--- config.mk ---
export PLATFORM = sky130hd
export DESIGN_NAME = priority_first_fit_dispatcher
export DESIGN_NICKNAME = d
export VERILOG_FILES = /design/src/rtl/pffd_pkg.sv /design/src/rtl/pffd_front.sv /design/src/rtl/pffd_queue.sv /design/src/rtl/pffd_back.sv /design/src/rtl/priority_first_fit_dispatcher.sv
export SDC_FILE = /design/constraint.sdc
export NUM_CORES = 1
export LEC_CHECK = 0
export ABC_AREA = 1
export BUFFER_PORTS_ARGS = -buffer_cell sky130_fd_sc_hd__buf_2
export CAP_MARGIN = 20
export CORE_ASPECT_RATIO = 0.75
export CORE_UTILIZATION = 36
export CTS_BUF_LIST = sky130_fd_sc_hd__clkbuf_4
export CTS_CLUSTER_SIZE = 16
export DETAILED_ROUTE_END_ITERATION = 16
export PLACE_DENSITY = 0.54
export SETUP_SLACK_MARGIN = 0.4
export SYNTH_ARGS = -nofsm -noshare
export SYNTH_HDL_FRONTEND = slang
export SYNTH_SLANG_ARGS = --single-unit
--- constraint.sdc ---
create_clock -name clk -period 6.25 [get_ports clk]
set_input_delay 0 -clock clk [delete_from_list [all_inputs] [get_ports clk]]
set_output_delay 0 -clock clk [all_outputs]
set_load 0.02 [all_outputs]
--- src/rtl/pffd_pkg.sv ---
package pffd_pkg;

  localparam int WORKERS_DEF = 4;
  localparam int NUM_CAPS = 4;
  localparam int CAP_W = 8;
  localparam int CNT_W = 16;
  localparam int CFG_IDX_W = 2;
  localparam int TAG_W = 8;
  localparam int WK_W = 2;
  localparam int STATUS_W = 2;
  localparam int QUEUE_DEPTH = 2;
  localparam int QPTR_W = $clog2(QUEUE_DEPTH);

  // classification of a queued transaction
  localparam logic [1:0] OP_RELEASE = 2'd0;
  localparam logic [1:0] OP_REJECT  = 2'd1;
  localparam logic [1:0] OP_SCAN    = 2'd2;

  localparam logic [STATUS_W-1:0] STATUS_DISPATCHED = 2'd0;
  localparam logic [STATUS_W-1:0] STATUS_REJECTED   = 2'd1;
  localparam logic [STATUS_W-1:0] STATUS_RETRY      = 2'd2;
  localparam logic [STATUS_W-1:0] STATUS_RELEASED   = 2'd3;

  typedef struct packed {
    logic [1:0]       op;
    logic [TAG_W-1:0] tag;
    logic [CAP_W-1:0] amount;
    logic [WK_W-1:0]  worker;
  } entry_t;

endpackage

--- src/rtl/pffd_front.sv ---
module pffd_front #(
  parameter int WORKERS = pffd_pkg::WORKERS_DEF
) (
  input  logic                          clk,
  input  logic                          rst,
  input  logic                          cfg_we,
  input  logic [pffd_pkg::CFG_IDX_W-1:0] cfg_index,
  input  logic [pffd_pkg::CAP_W-1:0]     cfg_data,
  input  logic                          in_valid,
  output logic                          in_ready,
  input  logic                          req_type,
  input  logic [pffd_pkg::TAG_W-1:0]     tag,
  input  logic [pffd_pkg::CAP_W-1:0]     amount,
  input  logic [pffd_pkg::WK_W-1:0]      worker,
  input  logic                          q_full,
  output logic                          push,
  output pffd_pkg::entry_t              push_entry
);
  import pffd_pkg::*;

  logic [CAP_W-1:0] caps [NUM_CAPS];
  logic [CAP_W-1:0] max_cap;

  always_ff @(posedge clk) begin
    if (rst) begin
      for (int w = 0; w < NUM_CAPS; w++) caps[w] <= '0;
    end else if (cfg_we) begin
      caps[cfg_index] <= cfg_data;
    end
  end

  // largest budget over the workers that exist
  always_comb begin
    max_cap = '0;
    for (int w = 0; w < NUM_CAPS; w++) begin
      if (w < WORKERS && caps[w] > max_cap) max_cap = caps[w];
    end
  end

  assign in_ready = !q_full;
  assign push = in_valid && in_ready;

  always_comb begin
    push_entry.tag = tag;
    push_entry.amount = amount;
    push_entry.worker = worker;
    if (req_type) push_entry.op = OP_RELEASE;
    else if (amount > max_cap) push_entry.op = OP_REJECT;
    else push_entry.op = OP_SCAN;
  end

endmodule

--- src/rtl/pffd_queue.sv ---
module pffd_queue (
  input  logic             clk,
  input  logic             rst,
  input  logic             push,
  input  pffd_pkg::entry_t push_entry,
  input  logic             pop,
  output logic             full,
  output logic             head_valid,
  output pffd_pkg::entry_t head
);
  import pffd_pkg::*;

  entry_t            entries [QUEUE_DEPTH];
  logic [QPTR_W-1:0] wr_ptr;
  logic [QPTR_W-1:0] rd_ptr;
  logic [QPTR_W:0]   count;

  assign full = (count == (QPTR_W + 1)'(QUEUE_DEPTH));
  assign head_valid = (count != '0);
  assign head = entries[rd_ptr];

  always_ff @(posedge clk) begin
    if (push) entries[wr_ptr] <= push_entry;
  end

  always_ff @(posedge clk) begin
    if (rst) begin
      wr_ptr <= '0;
      rd_ptr <= '0;
      count <= '0;
    end else begin
      if (push) wr_ptr <= wr_ptr + 1'b1;
      if (pop) rd_ptr <= rd_ptr + 1'b1;
      if (push && !pop) count <= count + 1'b1;
      else if (pop && !push) count <= count - 1'b1;
    end
  end

endmodule

--- src/rtl/pffd_back.sv ---
module pffd_back #(
  parameter int WORKERS = pffd_pkg::WORKERS_DEF
) (
  input  logic                           clk,
  input  logic                           rst,
  input  logic                           cfg_we,
  input  logic [pffd_pkg::CFG_IDX_W-1:0] cfg_index,
  input  logic [pffd_pkg::CAP_W-1:0]     cfg_data,
  input  logic                           head_valid,
  input  pffd_pkg::entry_t               head,
  output logic                           pop,
  output logic                           out_valid,
  input  logic                           out_ready,
  output logic [pffd_pkg::STATUS_W-1:0]  status,
  output logic [pffd_pkg::WK_W-1:0]      chosen_worker,
  output logic [pffd_pkg::TAG_W-1:0]     tag_out,
  output logic [pffd_pkg::CAP_W-1:0]     free_after,
  output logic [pffd_pkg::CNT_W-1:0]     rejected_total,
  output logic [pffd_pkg::CNT_W-1:0]     retry_total
);
  import pffd_pkg::*;

  localparam int WIDX = (WORKERS > 1) ? $clog2(WORKERS) : 1;
  localparam logic [WIDX-1:0] TOP_IDX = WIDX'(WORKERS - 1);

  localparam logic [1:0] ST_IDLE = 2'd0;
  localparam logic [1:0] ST_SCAN = 2'd1;
  localparam logic [1:0] ST_DONE = 2'd2;

  logic [1:0]       state;
  logic [1:0]       op;
  logic [TAG_W-1:0] tag_r;
  logic [CAP_W-1:0] amount_r;
  logic [WK_W-1:0]  worker_r;
  logic             present;
  logic             hit;
  logic [WIDX-1:0]  idx;
  logic [CAP_W-1:0] free_res [WORKERS];

  logic [CAP_W-1:0] free_rd;
  logic [CAP_W:0]   sum;
  logic [CAP_W-1:0] sum_sat;
  logic [CAP_W-1:0] diff;
  logic             fits;
  logic             load;
  logic             head_present;
  logic [3:0]       head_wk_wide;
  logic [3:0]       cfg_wide;
  logic [3:0]       idx_wide;

  assign free_rd = free_res[idx];
  assign sum = {1'b0, free_rd} + {1'b0, amount_r};
  assign sum_sat = sum[CAP_W] ? '1 : sum[CAP_W-1:0];
  assign diff = free_rd - amount_r;
  assign fits = (free_rd >= amount_r);
  assign load = (state == ST_DONE) && (!out_valid || out_ready);
  assign pop = (state == ST_IDLE) && head_valid;

  assign head_wk_wide = 4'(head.worker);
  assign head_present = (32'(head.worker) < WORKERS);
  assign cfg_wide = 4'(cfg_index);
  assign idx_wide = 4'(idx);

  always_ff @(posedge clk) begin
    if (rst) begin
      state <= ST_IDLE;
      out_valid <= 1'b0;
      rejected_total <= '0;
      retry_total <= '0;
      for (int w = 0; w < WORKERS; w++) free_res[w] <= '0;
    end else begin
      if (cfg_we && 32'(cfg_index) < WORKERS) free_res[cfg_wide[WIDX-1:0]] <= cfg_data;

      if (load) out_valid <= 1'b1;
      else if (out_ready) out_valid <= 1'b0;

      unique case (state)
        ST_IDLE: begin
          if (pop) begin
            op <= head.op;
            tag_r <= head.tag;
            amount_r <= head.amount;
            worker_r <= head.worker;
            present <= head_present;
            hit <= 1'b0;
            // release targets the named worker, a scan starts at the top
            if (head.op == OP_RELEASE) begin
              idx <= head_present ? head_wk_wide[WIDX-1:0] : '0;
              state <= ST_DONE;
            end else if (head.op == OP_SCAN) begin
              idx <= TOP_IDX;
              state <= ST_SCAN;
            end else begin
              idx <= '0;
              state <= ST_DONE;
            end
          end
        end
        ST_SCAN: begin
          if (fits) begin
            hit <= 1'b1;
            state <= ST_DONE;
          end else if (idx == '0) begin
            state <= ST_DONE;
          end else begin
            idx <= idx - 1'b1;
          end
        end
        ST_DONE: begin
          if (load) begin
            tag_out <= tag_r;
            state <= ST_IDLE;
            case (op)
              OP_RELEASE: begin
                status <= STATUS_RELEASED;
                chosen_worker <= worker_r;
                free_after <= present ? sum_sat : '0;
                if (present) free_res[idx] <= sum_sat;
              end
              OP_REJECT: begin
                status <= STATUS_REJECTED;
                chosen_worker <= '0;
                free_after <= '0;
                if (rejected_total != '1) rejected_total <= rejected_total + 1'b1;
              end
              default: begin
                if (hit) begin
                  status <= STATUS_DISPATCHED;
                  chosen_worker <= idx_wide[WK_W-1:0];
                  free_after <= diff;
                  free_res[idx] <= diff;
                end else begin
                  status <= STATUS_RETRY;
                  chosen_worker <= '0;
                  free_after <= '0;
                  if (retry_total != '1) retry_total <= retry_total + 1'b1;
                end
              end
            endcase
          end
        end
        default: state <= ST_IDLE;
      endcase
    end
  end

  a_scan_only_requests: assert property (@(posedge clk) disable iff (rst)
    state == ST_SCAN |-> op == OP_SCAN)
    else $error("scan running on a non-request transaction");

  a_scan_index_range: assert property (@(posedge clk) disable iff (rst)
    state == ST_SCAN |-> idx <= TOP_IDX)
    else $error("scan index beyond the last worker");

  a_counters_monotonic: assert property (@(posedge clk) disable iff (rst)
    !rst |=> rejected_total >= $past(rejected_total) && retry_total >= $past(retry_total))
    else $error("saturating counter went down");

  a_result_from_done: assert property (@(posedge clk) disable iff (rst)
    $rose(out_valid) |-> $past(state) == ST_DONE)
    else $error("result raised outside the completion step");

  a_pop_leaves_idle: assert property (@(posedge clk) disable iff (rst)
    pop |=> state != ST_IDLE)
    else $error("popped transaction not taken into work");

endmodule

--- src/rtl/priority_first_fit_dispatcher.sv ---
// Dispatcher that places resource requests on WORKERS workers, highest index first.
// A front end classifies each transaction against the largest configured capacity
// and pushes it into a two-entry queue; the back end checks one worker budget per
// cycle with a single comparator and then updates the budget and counters. A
// completion or a rejected request passes through the pop and finish steps of the back end;
// a request that scans workers also spends a scan step on each of them, at most WORKERS. An
// accepted transaction is registered in the queue before the back end pops it, and a result
// that is not taken holds the back end in its finish step.
// Capacity writes also reload that worker's free budget and must be made while idle.
// rejected_total and retry_total saturate at 65535.
module priority_first_fit_dispatcher #(
  parameter int WORKERS = pffd_pkg::WORKERS_DEF
) (
  input  logic                           clk,
  input  logic                           rst,
  input  logic                           cfg_we,
  input  logic [pffd_pkg::CFG_IDX_W-1:0] cfg_index,
  input  logic [pffd_pkg::CAP_W-1:0]     cfg_data,
  input  logic                           in_valid,
  output logic                           in_ready,
  input  logic                           req_type,
  input  logic [pffd_pkg::TAG_W-1:0]     tag,
  input  logic [pffd_pkg::CAP_W-1:0]     amount,
  input  logic [pffd_pkg::WK_W-1:0]      worker,
  output logic                           out_valid,
  input  logic                           out_ready,
  output logic [pffd_pkg::STATUS_W-1:0]  status,
  output logic [pffd_pkg::WK_W-1:0]      chosen_worker,
  output logic [pffd_pkg::TAG_W-1:0]     tag_out,
  output logic [pffd_pkg::CAP_W-1:0]     free_after,
  output logic [pffd_pkg::CNT_W-1:0]     rejected_total,
  output logic [pffd_pkg::CNT_W-1:0]     retry_total
);
  import pffd_pkg::*;

  logic   q_full;
  logic   push;
  entry_t push_entry;
  logic   pop;
  logic   head_valid;
  entry_t head;

  pffd_front #(.WORKERS(WORKERS)) u_front (
    .clk        (clk),
    .rst        (rst),
    .cfg_we     (cfg_we),
    .cfg_index  (cfg_index),
    .cfg_data   (cfg_data),
    .in_valid   (in_valid),
    .in_ready   (in_ready),
    .req_type   (req_type),
    .tag        (tag),
    .amount     (amount),
    .worker     (worker),
    .q_full     (q_full),
    .push       (push),
    .push_entry (push_entry)
  );

  pffd_queue u_queue (
    .clk        (clk),
    .rst        (rst),
    .push       (push),
    .push_entry (push_entry),
    .pop        (pop),
    .full       (q_full),
    .head_valid (head_valid),
    .head       (head)
  );

  pffd_back #(.WORKERS(WORKERS)) u_back (
    .clk            (clk),
    .rst            (rst),
    .cfg_we         (cfg_we),
    .cfg_index      (cfg_index),
    .cfg_data       (cfg_data),
    .head_valid     (head_valid),
    .head           (head),
    .pop            (pop),
    .out_valid      (out_valid),
    .out_ready      (out_ready),
    .status         (status),
    .chosen_worker  (chosen_worker),
    .tag_out        (tag_out),
    .free_after     (free_after),
    .rejected_total (rejected_total),
    .retry_total    (retry_total)
  );

endmodule

Word level (Yosys, flattened, before mapping)
Memory sizes are Yosys's and may differ from the RTL's. A register that Yosys moved wholly into a read port is not among the register bits.
Index checks and enable logic that the tools add are counted.
Widths: inputs -> output; s select.

storage, ports and cells
  register bits after elaboration = 82
  RAM bits = 104
  input bits = 34
  output and inout port bits = 54
  word-level logic and storage cells = 145
  memories kept = 3

memories
  memory           words  width  rd ports  clocked after Yosys merged registers in  write ports  RTL line          text
  u_queue.entries  2      20     1         1                                        1            pffd_queue.sv:13  entry_t entries [QUEUE_DEPTH];
  u_back.free_res  4      8      1         1                                        4            pffd_back.sv:38   logic [CAP_W-1:0] free_res [WORKERS];
  u_front.caps     4      8      4         0                                        4            pffd_front.sv:21  logic [CAP_W-1:0] caps [NUM_CAPS];

cells by class
  $add $sub $neg = 9
  magnitude comparators = 6
  eq/ne operators = 13
  multiplexer cells = 64
  bitwise logic cells = 4
  reduce and logical (&&, ||, !) cells = 29

operators with widths
  operator               count
  $mux 8                 10
  $mux 2                 21
  $add 16x1->16 const B  2
  $gt 8x8->1             4
  $ne 16x16->1 const B   2
  $mux 1                 27
  $reduce_or 8->1        3
  $pmux 8 s2             1
  $pmux 2 s2             3
  $reduce_and 5->1       2
  $add 8x8->9            1
  $reduce_and 3->1       3
  $ge 8x8->1             1
  $gt 8x1->1 const B     1
  $logic_not 2->1        4
  $reduce_and 4->1       2
  $reduce_bool 2->1      4
  $sub 8x8->8            1
  $eq 2x2->1 const B     3
  $ne 2x2->1 const B     3
  $pmux 2 s3             1
  $logic_and 1x1->1      5
  $eq 2x1->1 const B     2
  $logic_not 1->1        4
  10 further kinds       15

Logic depth before layout (Yosys ltp)
An unclocked memory read counts as a cell.

  word-level depth = 12
  gate-level depth with buffers = 41

Modules after synthesis
Synthesis repeated with hierarchy kept, for this count alone.

second synthesis, totals
  cells, all modules = 1,173
  area, all modules = 10,572.6 um2

modules (own cells, without submodules)
  module      times used  cells an instance  area each (um2)  sequential area each (um2)
  pffd_back   1           767                6,227.2          2,992.9
  pffd_front  1           311                2,595.0          960.9
  pffd_queue  1           95                 1,750.4          1,301.2

Least setup slack after synthesis
Ideal clock, no wire load.

  path kind = register to register
  start = memory u_front.caps[1][7]
  end = memory u_queue.entries[0][19] (netlist name) (data pin)
  arrival = 4.535 ns
  data required time = 5.993 ns
  slack = 1.459 ns
  stages on the path, launching flop included = 35
  period minus slack after synthesis = 4.791 ns
  cells stage by stage = edfxtp_1 > ha_1 > nand2_1 > nor2_1 > nand4_1 > nand2_1 > nand2_1 > nand2_1 > ha_1 > inv_1 > nor2_1 > o21ai_0 > nand2_1 > nand2_1 > nand2_1 > nand2_1 > inv_1 > nand2_1 > and2_1 > ha_1 > a21oi_1 > nor2_1 > nor2_1 > nand3_1 > nand2_1 > buf_1 > or2_2 > nand2_1 > ha_1 > nand2_1 > nor2_1 > nand2_1 > o211ai_1 > o21ai_0 > nor2b_1

RTL lines
  what             RTL line
  start, declared  pffd_front.sv:21
  end, declared    pffd_queue.sv:13

==> impl_metrics.csv <==
group,metric,value,unit
timing,fin_tns_setup,0,ps
route,drtAntennaViolNets,0,
grt,grtUsageMet1,29.0,%
worst_setup_path,cp_num_buf_inv,2,
final_layout,fin_util,42.4,%
timing,rsz0062_at_grt,"no",
yosys,syn-num-nets,1214,
floorplanning,fp-row-count,52,
grt,grt_pass1_wl,39800,um
worst_setup_path,start_kind,"flip-flop",
timing,hold_violations,0,
floorplanning,coreArea,0.0273,sq mm
timing,clock_skew,35.5,ps
worst_setup_path,reg2regPathDepth,32,
floorplanning,initial_core_util,37.0,%
grt,top_usage_layer,"met1",
worst_setup_path,reg2reg_slack,990,ps
timing,post-route-period-util,84.2,%
power_and_ir_drop,power_density,373,mW/mm^2
floorplanning,die_area,0.0287,sq mm
yosys,netlist-cell-type-count,45,
timing,tightest_slew,715,ps
cts,cts_buffer_depth,2,
route,drc,0,
final_layout,nFillCells,2708,
cts,htree_levels,4,
worst_setup_path,crit_fanout,15,
floorplanning,die_w,195,um
worst_setup_path,cp_top_family,"simple AND/OR/NAND/NOR gates",
route,drtIter0Drc,615,
yosys,netlist.area_leader.share,43.8,%
final_layout,fin_nets,1334,
hold_path,hp-class,"in -> reg",
final_layout,drive_above_1_share,15.1,%
worst_setup_path,crit_top_cell,"nand2_1",
placed_design,placement.io_buffers,87,
grt,globalRouteMet3Util,3.37,%
yosys,synthFlopType,"edfxtp_1",
yosys,synthTopCellsByArea,"edfxtp_1, nand2_1, dfxtp_1",
floorplanning,ios,88,
route,dr.pass1.iters,7,
cts,clkTransAtPathRegs,180,ps
power_and_ir_drop,p_leak,5.01,nW
yosys,synth-edff-count,147,
grt,grt_overflow,0,
cts,cts_buffers,17,
yosys,syn-cell-area,0.0101,sq mm
timing,slew_headroom,52.3,%
route,drt_wl_total,25700,um
cts,cts_tree,"built",
grt,use_met2,24.8,%
grt,grt_pass1_vias,7126,
yosys,synth-seq-area-share,52.1,%
yosys,async_reset_ff_share,0,%
worst_setup_path,worstReg2RegStart,"u_front.caps[1][7]",
floorplanning,die_h,147,um
yosys,postSynthAreaPerCell,8.98,sq um
worst_setup_path,critPathKind,"reg -> reg",
cts,cts-root-buf,"clkbuf_4",
yosys,synthCells,1123,
timing,post-route-min-period,5260,ps
status,outcome,"complete, no violations",
worst_setup_path,cp.depth,32,
worst_setup_path,reg2reg_to,"u_queue.entries[1][19]",
cts,cts_num_sinks,189,
hold_path,hp-start,"tag[2]",
hold_path,min_path_cells,2,
hold_path,hold_path_end,"u_queue.entries[1][12]",
timing,slew_viol_final,0,
grt,grt_use_total,18.2,%
worst_setup_path,slowest_delay,450,ps
grt,grt_max_degree,37,
placed_design,dp_cells,1538,
timing,fmax,190,MHz
timing,setup_violations,0,
worst_setup_path,end_kind,"flip-flop",
power_and_ir_drop,ir_drop,0.000138,V
yosys,synth_largest_area_cell,"edfxtp_1",
worst_setup_path,cp.arrival,5710,ps
yosys,yosysWarnings,0,
placed_design,dp_hpwl,19100,um
job,maxCapViolations,0,
route,vias_per_cell,4.88,
final_layout,area_growth,14.6,%
worst_setup_path,cp.required,6690,ps
grt,antenna_found_initial,2,
route,vias,7856,
cts,clk_latency,610,ps
route,wl_per_cell,16.0,um
placed_design,gp_congestion,0.887,
yosys,ys_ff_latch,189,
worst_setup_path,cp_slowest_cell,"edfxtp_1",
final_layout,stdcell_count,1609,
-- sequential cells by signal (all words and copies together) (netlist names), named ones only --
signal,cells
u_back.state,2
u_back.chosen_worker,2
u_back.worker_r,2
u_back.tag_out,8
u_back.amount_r,8
u_front.caps,32
u_back.status,2
u_queue.rd_ptr,1
u_queue.entries,40
u_back.idx,2
u_back.retry_total,16
u_back.tag_r,8
u_back.rejected_total,16
u_back.out_valid,1
u_queue.count,2
u_back.free_res,32
u_back.free_after,8
u_queue.wr_ptr,1
u_back.hit,1
u_back.op,2
-- worst register-to-register path, delay by kind of cell (launching register included) --
kind | cells | cell delay, ps
AOI/OAI and AO/OA | 6 | 710
adders and majority gates | 4 | 1130
buffers and inverters | 2 | 270
DFF | 1 | 450
and+or+nand+nor | 20 | 2560
-- worst max-delay path by stage --
| stage | from | to | slack (ps) |
|---|---|---|---|
| CTS | u_front.caps[1][3] | u_queue.entries[1][19] | 750 |
| global route | u_front.caps[1][7] | u_queue.entries[1][19] | 410 |
| global placement | u_front.caps[1][3] | u_queue.entries[0][18] | 860 |
| finish | u_front.caps[1][7] | u_queue.entries[1][19] | 990 |
| floorplan | u_front.caps[1][7] | u_queue.entries[0][19] | 1460 |
| detailed placement | u_front.caps[1][3] | u_queue.entries[1][18] | 860 |
-- layout by cell type, fill, tap and decap left out, drive strengths merged --
master	Yosys	final
a21boi	1	1
a21o	2	2
a21oi	57	57
a22o	1	1
a31oi	1	1
a32oi	2	2
and2	9	9
buf	13	93
clkbuf	15	17
clkinv	2	8
clkinvlp	0	2
dfxtp	42	42
diode	0	2
dlygate4sd3	0	36
edfxtp	147	147
fa	2	2
ha	55	55
inv	126	133
mux2	19	19
nand2	313	313
nand3	79	79
nand3b	4	4
nand4	14	14
nor2	113	113
nor2b	1	1
nor3	10	10
o211ai	1	1
o21a	1	1
o21ai	45	45
o21bai	3	3
o22ai	9	9
or2	7	7
xnor2	7	7
xor2	22	22
-- cell families (layout without fill, tap and decap cells) --
logic type	Yosys count	in the layout	share of synthesized area (%)
compound gates	123	123	6.91
xor+xnor	29	29	2.52
fa+ha+maj	57	57	7.22
buf+inv	156	289	6.09
flops	189	189	52.1
mux	19	19	2.12
other cells	0	2	0
simple gates	550	550	23.1
-- Yosys cell counts, types with 3 or more instances --
master    number
a21oi_1       50
a21oi_2        6
and2_1         9
buf_2          8
clkbuf_1      15
dfxtp_1       42
edfxtp_1     147
ha_1          55
inv_1        114
inv_2         12
mux2_2        19
nand2_1      309
nand2_2        3
nand3_1       78
nand3b_1       4
nand4_1       14
nor2_1       108
nor2_2         3
nor3_1         8
o21ai_0       35
o21ai_1       10
o21bai_1       3
o22ai_1        9
or2_2          7
xnor2_1        7
xor2_1        22
-- metrics by stage --
stage          worst slack [ps]  total power, W  hold slack (ps)  area (sq um)
4_1_cts                     748         0.00433             68.4         11500
3_3_place_gp                862         0.00362              191         10900
2_1_floorplan              1460         0.00309             98.9         10100
3_5_place_dp                856         0.00363              191         10900
5_1_grt                     414         0.00465             71.4         11600
6_report                    987         0.00432              122         11600
-- report_power, final --
group	leakage [nW]	switching (W)	internal, W
Clock	0.152	0.000501	0.000186
Sequential	1.76	0.000116	0.00159
Combinational	3.11	0.00129	0.000633
Total	5.01	0.00191	0.00241
-- metal layers --
layer,wire [um],part of all wire [%]
met3,1280,5.0
met2,10300,40
met4,250,0.97
met1,13900,54
met5,0,0
-- final cells by class --
type / count / area [sq um] / area share [%]
Clock buffer: 17 / 128 / 1.10
Clock inverter: 15 / 169 / 1.46
Timing Repair Buffer: 129 / 856 / 7.40
Tap cell: 351 / 439 / 3.80
Inverter: 128 / 480 / 4.15
Sequential cell: 189 / 5260 / 45.4
Antenna cell: 2 / 5.00 / 0.0433
Multi-Input combinational cell: 778 / 4240 / 36.6
-- timing repair --
item                                    4_1_cts  5_1_grt
endpoints found under the setup margin        0        4
resized for setup                             0        4
endpoints found under the hold margin       139        0
hold buffers                                 36        0
setup buffers                                 0        0
No activity file was read; power rests on OpenSTA's default activity.
